<file path="src/rtl/sorted_deadline_timer_queue_top_defines.svh">
// Assertion macros used by the timer queue top level.
`ifndef SORTED_DEADLINE_TIMER_QUEUE_TOP_DEFINES_SVH
`define SORTED_DEADLINE_TIMER_QUEUE_TOP_DEFINES_SVH

// Same-cycle implication, checked outside reset.
`define SDTQ_ASSERT_NOW(label, clk, rst_n, ante, cons, msg) \
  label: assert property (@(posedge clk) disable iff (!rst_n) (ante) |-> (cons)) \
    else $error(msg);

// Next-cycle implication, checked outside reset.
`define SDTQ_ASSERT_NEXT(label, clk, rst_n, ante, cons, msg) \
  label: assert property (@(posedge clk) disable iff (!rst_n) (ante) |=> (cons)) \
    else $error(msg);

`endif

</file>
<file path="src/rtl/sdtq_pkg.sv">
// Shared types and constants of the sorted deadline timer queue.
package sdtq_pkg;

  localparam int DEPTH_DEF   = 16;
  localparam int MAX_FIRE    = 16;  // most timers fired by one tick
  localparam int FIRE_CNT_W  = $clog2(MAX_FIRE);

  localparam logic OP_TICK   = 1'b0;
  localparam logic OP_CREATE = 1'b1;

  localparam logic [1:0] KIND_CREATED     = 2'd0;
  localparam logic [1:0] KIND_NO_CALLBACK = 2'd1;
  localparam logic [1:0] KIND_FULL        = 2'd2;
  localparam logic [1:0] KIND_FIRED       = 2'd3;

  typedef struct packed {
    logic        op;
    logic [31:0] timeout;
    logic [7:0]  callback_id;
  } in_word_t;

  typedef struct packed {
    logic [1:0]  kind;
    logic [7:0]  fired_id;
    logic [31:0] deadline;
    logic        last;
  } out_word_t;

  // One queue slot.
  typedef struct packed {
    logic        valid;
    logic [31:0] deadline;
    logic [7:0]  callback;
  } cell_t;

  // Command broadcast to every slot.
  typedef struct packed {
    logic        insert;
    logic        pop;
    logic [31:0] deadline;
    logic [7:0]  callback;
  } cmd_t;

endpackage

</file>
<file path="src/rtl/sdtq_cell.sv">
// One slot of the sorted timer chain: compare, shift in, shift out.
module sdtq_cell (
  input  logic            clk,
  input  logic            rst_n,
  input  sdtq_pkg::cmd_t  cmd,
  input  sdtq_pkg::cell_t left,     // slot nearer the head
  input  logic            left_gt,  // left slot sorts after the new entry
  input  sdtq_pkg::cell_t right,    // slot nearer the tail
  output sdtq_pkg::cell_t cur,
  output logic            gt
);

  logic        valid_r, valid_nxt;
  logic [31:0] deadline_r, deadline_nxt;
  logic [7:0]  callback_r, callback_nxt;

  assign cur.valid    = valid_r;
  assign cur.deadline = deadline_r;
  assign cur.callback = callback_r;

  // Empty slots sort after anything; strict compare keeps arrival order.
  assign gt = !valid_r || (deadline_r > cmd.deadline);

  always_comb begin
    valid_nxt    = valid_r;
    deadline_nxt = deadline_r;
    callback_nxt = callback_r;
    if (cmd.insert && gt) begin
      if (left_gt) begin
        valid_nxt    = left.valid;
        deadline_nxt = left.deadline;
        callback_nxt = left.callback;
      end else begin
        valid_nxt    = 1'b1;
        deadline_nxt = cmd.deadline;
        callback_nxt = cmd.callback;
      end
    end else if (cmd.pop) begin
      valid_nxt    = right.valid;
      deadline_nxt = right.deadline;
      callback_nxt = right.callback;
    end
  end

  always_ff @(posedge clk) begin
    if (!rst_n) begin
      valid_r <= 1'b0;
    end else begin
      valid_r <= valid_nxt;
    end
  end

  always_ff @(posedge clk) begin
    deadline_r <= deadline_nxt;
    callback_r <= callback_nxt;
  end

endmodule

</file>
<file path="src/rtl/sorted_deadline_timer_queue_top.sv">
// Sorted deadline timer queue: time counter, control and the chain of timer slots.
//
// Holds a 32-bit tick counter and up to DEPTH timers in a chain of slots kept
// sorted by absolute deadline, head in slot 0. A create word adds now+timeout
// (mod 2^32) with its callback id; the new deadline is broadcast to all slots,
// each compares it in parallel and the chain opens a gap directly, so a
// create is answered in the next cycle with one word (created, rejected for a
// zero callback id, or rejected full). Equal deadlines keep arrival order.
// A tick word advances time by one; then the head slot is checked once per
// cycle and every due timer (deadline <= new time, plain unsigned compare)
// is popped and reported, one word per cycle while the output is not stalled,
// at most 16 per tick, the last one flagged; the single output register sets
// the pace and a stalled output holds the chain. A new input word is taken
// only when the block is idle and the output register is free or being
// emptied. There is no clearing pass: slot valid bits clear at reset.
`include "sorted_deadline_timer_queue_top_defines.svh"

module sorted_deadline_timer_queue_top #(
  parameter int DEPTH = sdtq_pkg::DEPTH_DEF
) (
  input  logic                clk,
  input  logic                rst_n,
  input  logic                in_valid,
  output logic                in_stall,
  input  sdtq_pkg::in_word_t  in_word,
  output logic                out_valid,
  input  logic                out_stall,
  output sdtq_pkg::out_word_t out_word
);

  typedef enum logic [1:0] {
    ST_IDLE = 2'b01,
    ST_FIRE = 2'b10
  } state_t;

  state_t                            state_r, state_nxt;
  logic [31:0]                       now_r, now_nxt;
  logic [sdtq_pkg::FIRE_CNT_W-1:0]   fire_cnt_r, fire_cnt_nxt;
  logic                              out_valid_r, out_valid_nxt;
  sdtq_pkg::out_word_t               out_word_r, out_word_nxt;

  sdtq_pkg::cell_t                   cells [DEPTH];
  logic [DEPTH-1:0]                  gts;
  logic [DEPTH-1:0]                  cell_valid;
  sdtq_pkg::cmd_t                    cmd;

  logic        out_free;
  logic        in_acc;
  logic [31:0] new_deadline;
  logic        full;
  logic        head_due;
  logic        next_due;
  logic        fire_last;

  // Output slot is usable when empty or being drained this cycle.
  assign out_free  = !out_valid_r || !out_stall;
  assign in_stall  = !((state_r == ST_IDLE) && out_free);
  assign in_acc    = in_valid && !in_stall;
  assign out_valid = out_valid_r;
  assign out_word  = out_word_r;

  assign new_deadline = now_r + in_word.timeout;
  assign full         = cells[DEPTH-1].valid;

  // Head and its successor against the current time.
  assign head_due  = cells[0].valid && (cells[0].deadline <= now_r);
  assign next_due  = cells[1].valid && (cells[1].deadline <= now_r);
  assign fire_last = !next_due ||
                     (fire_cnt_r == sdtq_pkg::FIRE_CNT_W'(sdtq_pkg::MAX_FIRE - 1));

  always_comb begin
    state_nxt     = state_r;
    now_nxt       = now_r;
    fire_cnt_nxt  = fire_cnt_r;
    out_valid_nxt = out_valid_r && out_stall;
    out_word_nxt  = out_word_r;
    cmd.insert    = 1'b0;
    cmd.pop       = 1'b0;
    cmd.deadline  = new_deadline;
    cmd.callback  = in_word.callback_id;

    case (state_r)
      ST_IDLE: begin
        if (in_acc) begin
          if (in_word.op == sdtq_pkg::OP_CREATE) begin
            out_valid_nxt         = 1'b1;
            out_word_nxt.deadline = new_deadline;
            out_word_nxt.last     = 1'b1;
            out_word_nxt.fired_id = in_word.callback_id;
            if (in_word.callback_id == 8'd0) begin
              out_word_nxt.kind = sdtq_pkg::KIND_NO_CALLBACK;
            end else if (full) begin
              out_word_nxt.kind = sdtq_pkg::KIND_FULL;
            end else begin
              out_word_nxt.kind = sdtq_pkg::KIND_CREATED;
              cmd.insert        = 1'b1;
            end
          end else begin
            now_nxt      = now_r + 32'd1;
            fire_cnt_nxt = '0;
            state_nxt    = ST_FIRE;
          end
        end
      end
      ST_FIRE: begin
        if (!head_due) begin
          state_nxt = ST_IDLE;
        end else if (out_free) begin
          out_valid_nxt         = 1'b1;
          out_word_nxt.kind     = sdtq_pkg::KIND_FIRED;
          out_word_nxt.fired_id = cells[0].callback;
          out_word_nxt.deadline = cells[0].deadline;
          out_word_nxt.last     = fire_last;
          cmd.pop               = 1'b1;
          fire_cnt_nxt          = fire_cnt_r + 1'b1;
          if (fire_last) begin
            state_nxt = ST_IDLE;
          end
        end
      end
      default: begin
        state_nxt = ST_IDLE;
      end
    endcase
  end

  always_ff @(posedge clk) begin
    if (!rst_n) begin
      state_r     <= ST_IDLE;
      now_r       <= '0;
      fire_cnt_r  <= '0;
      out_valid_r <= 1'b0;
    end else begin
      state_r     <= state_nxt;
      now_r       <= now_nxt;
      fire_cnt_r  <= fire_cnt_nxt;
      out_valid_r <= out_valid_nxt;
    end
  end

  always_ff @(posedge clk) begin
    out_word_r <= out_word_nxt;
  end

  // Slot chain: head at index 0, tail slot shifts in an empty slot on pop.
  for (genvar i = 0; i < DEPTH; i++) begin : g_cell
    sdtq_pkg::cell_t left_c, right_c;
    logic            left_gt_c;

    if (i == 0) begin : g_head
      assign left_c    = '0;
      assign left_gt_c = 1'b0;
    end else begin : g_mid
      assign left_c    = cells[i-1];
      assign left_gt_c = gts[i-1];
    end

    if (i == DEPTH - 1) begin : g_tail
      assign right_c = '0;
    end else begin : g_body
      assign right_c = cells[i+1];
    end

    sdtq_cell u_cell (
      .clk     (clk),
      .rst_n   (rst_n),
      .cmd     (cmd),
      .left    (left_c),
      .left_gt (left_gt_c),
      .right   (right_c),
      .cur     (cells[i]),
      .gt      (gts[i])
    );

    assign cell_valid[i] = cells[i].valid;
  end

  // Occupied slots always form an unbroken run from the head.
  `SDTQ_ASSERT_NOW(a_valid_prefix, clk, rst_n, 1'b1,
    (cell_valid & (cell_valid + DEPTH'(1))) == '0, "timer slots not contiguous")
  // Head never sorts after its successor.
  `SDTQ_ASSERT_NOW(a_head_sorted, clk, rst_n, cells[1].valid,
    cells[0].deadline <= cells[1].deadline, "timer chain out of order")
  // A reported firing was due at the current time.
  `SDTQ_ASSERT_NOW(a_fire_due, clk, rst_n,
    out_valid && (out_word.kind == sdtq_pkg::KIND_FIRED),
    out_word.deadline <= now_r, "fired timer not yet due")
  // A successful create adds exactly one slot.
  `SDTQ_ASSERT_NEXT(a_insert_grows, clk, rst_n, cmd.insert,
    $countones(cell_valid) == $past($countones(cell_valid)) + 1, "insert lost a slot")

endmodule
</file>
<file path="config.mk">
export PLATFORM = sky130hd
export DESIGN_NAME = sorted_deadline_timer_queue_top
export DESIGN_NICKNAME = d
export VERILOG_FILES = /design/src/rtl/sdtq_pkg.sv /design/src/rtl/sdtq_cell.sv /design/src/rtl/sorted_deadline_timer_queue_top.sv
export VERILOG_INCLUDE_DIRS = /design/src /design/src/rtl
export SDC_FILE = /design/constraint.sdc
export NUM_CORES = 2
export LEC_CHECK = 0
export BUFFER_PORTS_ARGS = -buffer_cell sky130_fd_sc_hd__buf_2
export CAP_MARGIN = 10
export CORE_ASPECT_RATIO = 1.2
export CORE_MARGIN = 3
export CORE_UTILIZATION = 31
export DETAILED_ROUTE_END_ITERATION = 8
export GPL_TIMING_DRIVEN = 0
export PLACE_DENSITY = 0.42
export SKIP_LAST_GASP = 1
export SLEW_MARGIN = 30
export SYNTH_ARGS = -nofsm -noshare
export SYNTH_HDL_FRONTEND = slang
export SYNTH_SLANG_ARGS = --single-unit
</file>
<file path="constraint.sdc">
create_clock -name clk -period 18.5 [get_ports clk]
set_input_delay 0 -clock clk [delete_from_list [all_inputs] [get_ports clk]]
set_output_delay 0 -clock clk [all_outputs]
set_load 0.05 [all_outputs]
</file>
==> metrics <==
IO Port Bufs=81; # fillers=16,778; Max VDD drop=72.5 uV; Post-synth top cells=683 x edfxtp_1, 552 x mux2i_1, 549 x ha_1, 493 x a21oi_1, 467 x nor2_1; Final setup viols=0; syn avg cell area=10.2 um2; number of synthesized flops with an enable pin=683; Cell Area, Synth=51,200 um2; R2R depth=22; Initial Util=31.3%; share of layout cells above drive strength 1=8.85%; CTS tree=built; total negative slack=0 ps; pwr dens=111 nW/um2; via count of the first global-routing pass=42,164; Setup WS pre-CTS=8170 ps; die area=170,000 um2; top cells by area, synth=edfxtp_1 40%, ha_1 13%, mux2i_1 11%; Overflow after GRT=0; Die Width=377 um; most frequent cell after synthesis=edfxtp_1; max_slew headroom=28.5%; synthesized flop and latch total=738; fin crit period=10,540 ps; Worst Hold Class=input port to flip-flop; Final Hold Fails=0; Post-Synth Simple-Gate Area=12.1%; part of the cycle the worst path needs=57.0%; leading area contributor after synthesis=edfxtp_1; post-synthesis mux area share=12.5%; DR pass1 iterations=6; core area=163,000 um2; hold depth=3; Setup crit start kind=flip-flop; I/O Pins=90; largest net degree at the start of global routing=41; Vias=40,395; DIE HEIGHT=451 um; post-synthesis sequential area ratio=42.2%; Fmax=94.9 MHz; Remaining DRCs=0; multi-input combinational cell area=28,200 um2; Post-synth ARST share=0%; Detail Route Antenna Nets=0; Skew-Pair Late Insertion Delay=720 ps; area added between synthesis and finish=12.9%; flip-flop and latch area=21,600 um2; total CTS buffers=89; Slew Viols, Final=0; row count=162; WL per Instance=27.2 um; post-synthesis compound-gate area fraction=15.1%; Total Wirelength=202,000 um; final core occ=35.4%; Cells after Synth=5,012; xor/xnor share of the synthesized area=1.08%; Overall Global Routing Usage=23.3%; outcome=completed; Crit Path Class=flip-flop to flip-flop; Max-cap violations=0; first-pass GRT wire length=288,000 um; Syn Nets=5,607; leakage=22.7 nW; critical path fanouts, max=40; distinct cell type count after synthesis=92; Nets=5,796; CTS root buf=clkbuf_16; gpl congestion=0.922; Clock transition at path regs=60 ps; Slew @ Worst Pin=1070 ps; top_reg_cell synth=edfxtp_1; critical path arrival=10,890 ps; vias per cell=5.45; largest family of logic cells by synthesized area=compound AO/OA/AOI/OAI gates; Starting DRT DRC Count=2,475; H-tree depth=3; Hold Slack=67.0 ps; Clock Skew=17.9 ps; post-route setup slack=7960 ps; post-DP HPWL=168,000 um; CTS max path bufs=3; initial antenna violation count=5; Worst EP required=18,850 ps; fraction of the mapped netlist area in adder cells=13.6%; synthesis warning total=0; CTS sink cnt=738; area share of the largest cell type after synthesis=40.1%; unrepaired setup endpoints after global routing=no; crit path capture type=flip-flop
[worst max-delay path: stages, from the launching register on]
cell and delay (ps):
dfxtp_1 380, ha_1 410, clkbuf_1 590, clkbuf_1 780, o21ai_0 360, a211oi_1 760, o2111ai_1 220, nand2_1 140
xor2_2 690, clkbuf_1 710, inv_1 710, ha_1 530, nand4_1 110, nor2_1 300, nand4_1 430, a2111oi_0 740
nor4_2 220, a311o_1 370, a21oi_1 410, buf_4 330, buf_4 270, nand2_1 140, nand2_4 500
[power by group]
| group | internal, mW | leakage (nW) | total (mW) | switching [mW] |
|---|---|---|---|---|
| registers | 2.29 | 6.76 | 2.51 | 0.229 |
| logic | 0.695 | 14.5 | 2.13 | 1.43 |
| clock network | 1.02 | 1.40 | 1.80 | 0.772 |
[per-layer routing]
| layer | share of wire (%) | vias to the layer above | wire, um | track usage (%) |
|---|---|---|---|---|
| met5 | 0 | - | 0 | 0 |
| met4 | 5.1 | 0 | 10300 | 11.3 |
| met3 | 3.6 | 315 | 7260 | 2.19 |
| met2 | 51 | 952 | 103000 | 42.5 |
| met1 | 40 | 19733 | 81000 | 27.0 |
| li1 | - | 19395 | - | - |
[final timing paths]
path                                              start                                         end  slack, ps
worst min register to register  state_r[1]$_SDFFE_PN0P_                     state_r[1]$_SDFFE_PN0P_        490
worst max register to register   now_r[17]$_SDFFE_PN0P_  g_cell[10].u_cell.deadline_r[10]$_DFFE_PP_       7960
worst max-delay path             now_r[17]$_SDFFE_PN0P_  g_cell[10].u_cell.deadline_r[10]$_DFFE_PP_       7960
worst min-delay path                         in_word[4]    g_cell[5].u_cell.callback_r[4]$_DFFE_PP_         70
[placed cells by master, fill, tap and decap left out, types with 17 or more instances in the layout]
cell / count
a2111oi_0: 22
a211oi_1: 39
a21o_1: 91
a21oi_1: 491
a31oi_1: 45
buf_2: 159
buf_4: 17
clkbuf_1: 206
clkbuf_16: 90
dfxtp_1: 55
edfxtp_1: 683
ha_1: 549
inv_1: 117
mux2_1: 39
mux2_2: 40
mux2i_1: 552
nand2_1: 370
nand2b_1: 28
nand3_1: 100
nand4_1: 138
nor2_1: 465
nor2b_1: 39
nor3_1: 53
nor4_1: 24
o211ai_1: 59
o21a_1: 30
o21ai_0: 318
xnor2_1: 42
[what timing repair did]
| item | 4_1_cts | 5_1_grt |
|---|---|---|
| gates resized for setup | 0 | 0 |
| buffers inserted | 0 | 0 |
| endpoints found under the hold margin | 23 | 0 |
| hold buffers | 5 | 0 |
[final cells by class]
type	instances	area share, %
multi-input combinational	3859	48.8
sequential	738	37.4
tap	2132	4.62
clock buffer	125	4.25
buffer	295	2.27
timing repair buffer	98	1.10
inverter	120	0.780
clock inverter	39	0.693
antenna	7	0.0303
[sequential cells by signal, indices dropped and copies added, names as in the netlist]
register,count
fire_cnt_r,4
g_cell.u_cell.callback_r,128
g_cell.u_cell.deadline_r,512
g_cell.u_cell.valid_r,16
now_r,32
out_valid,1
out_word,43
state_r,2
[per-stage QoR]
step	instances	instance area (um2)	power (mW)
6_report	7413	57700	6.44
5_1_grt	7407	57700	6.78
4_1_cts	7406	57700	6.50
3_5_place_dp	7237	54800	4.68
3_3_place_gp	7225	54200	4.63
2_1_floorplan	5012	51200	3.87
[logic make-up after synthesis]
kind of cell	after synthesis
AOI/OAI and AO/OA	1269
adders and majority gates	555
xor gates and xnor gates	63
muxes	631
DFF	738
buffers and inverters	415
and+or+nand+nor	1341
Power figures use the tool's default switching activity.
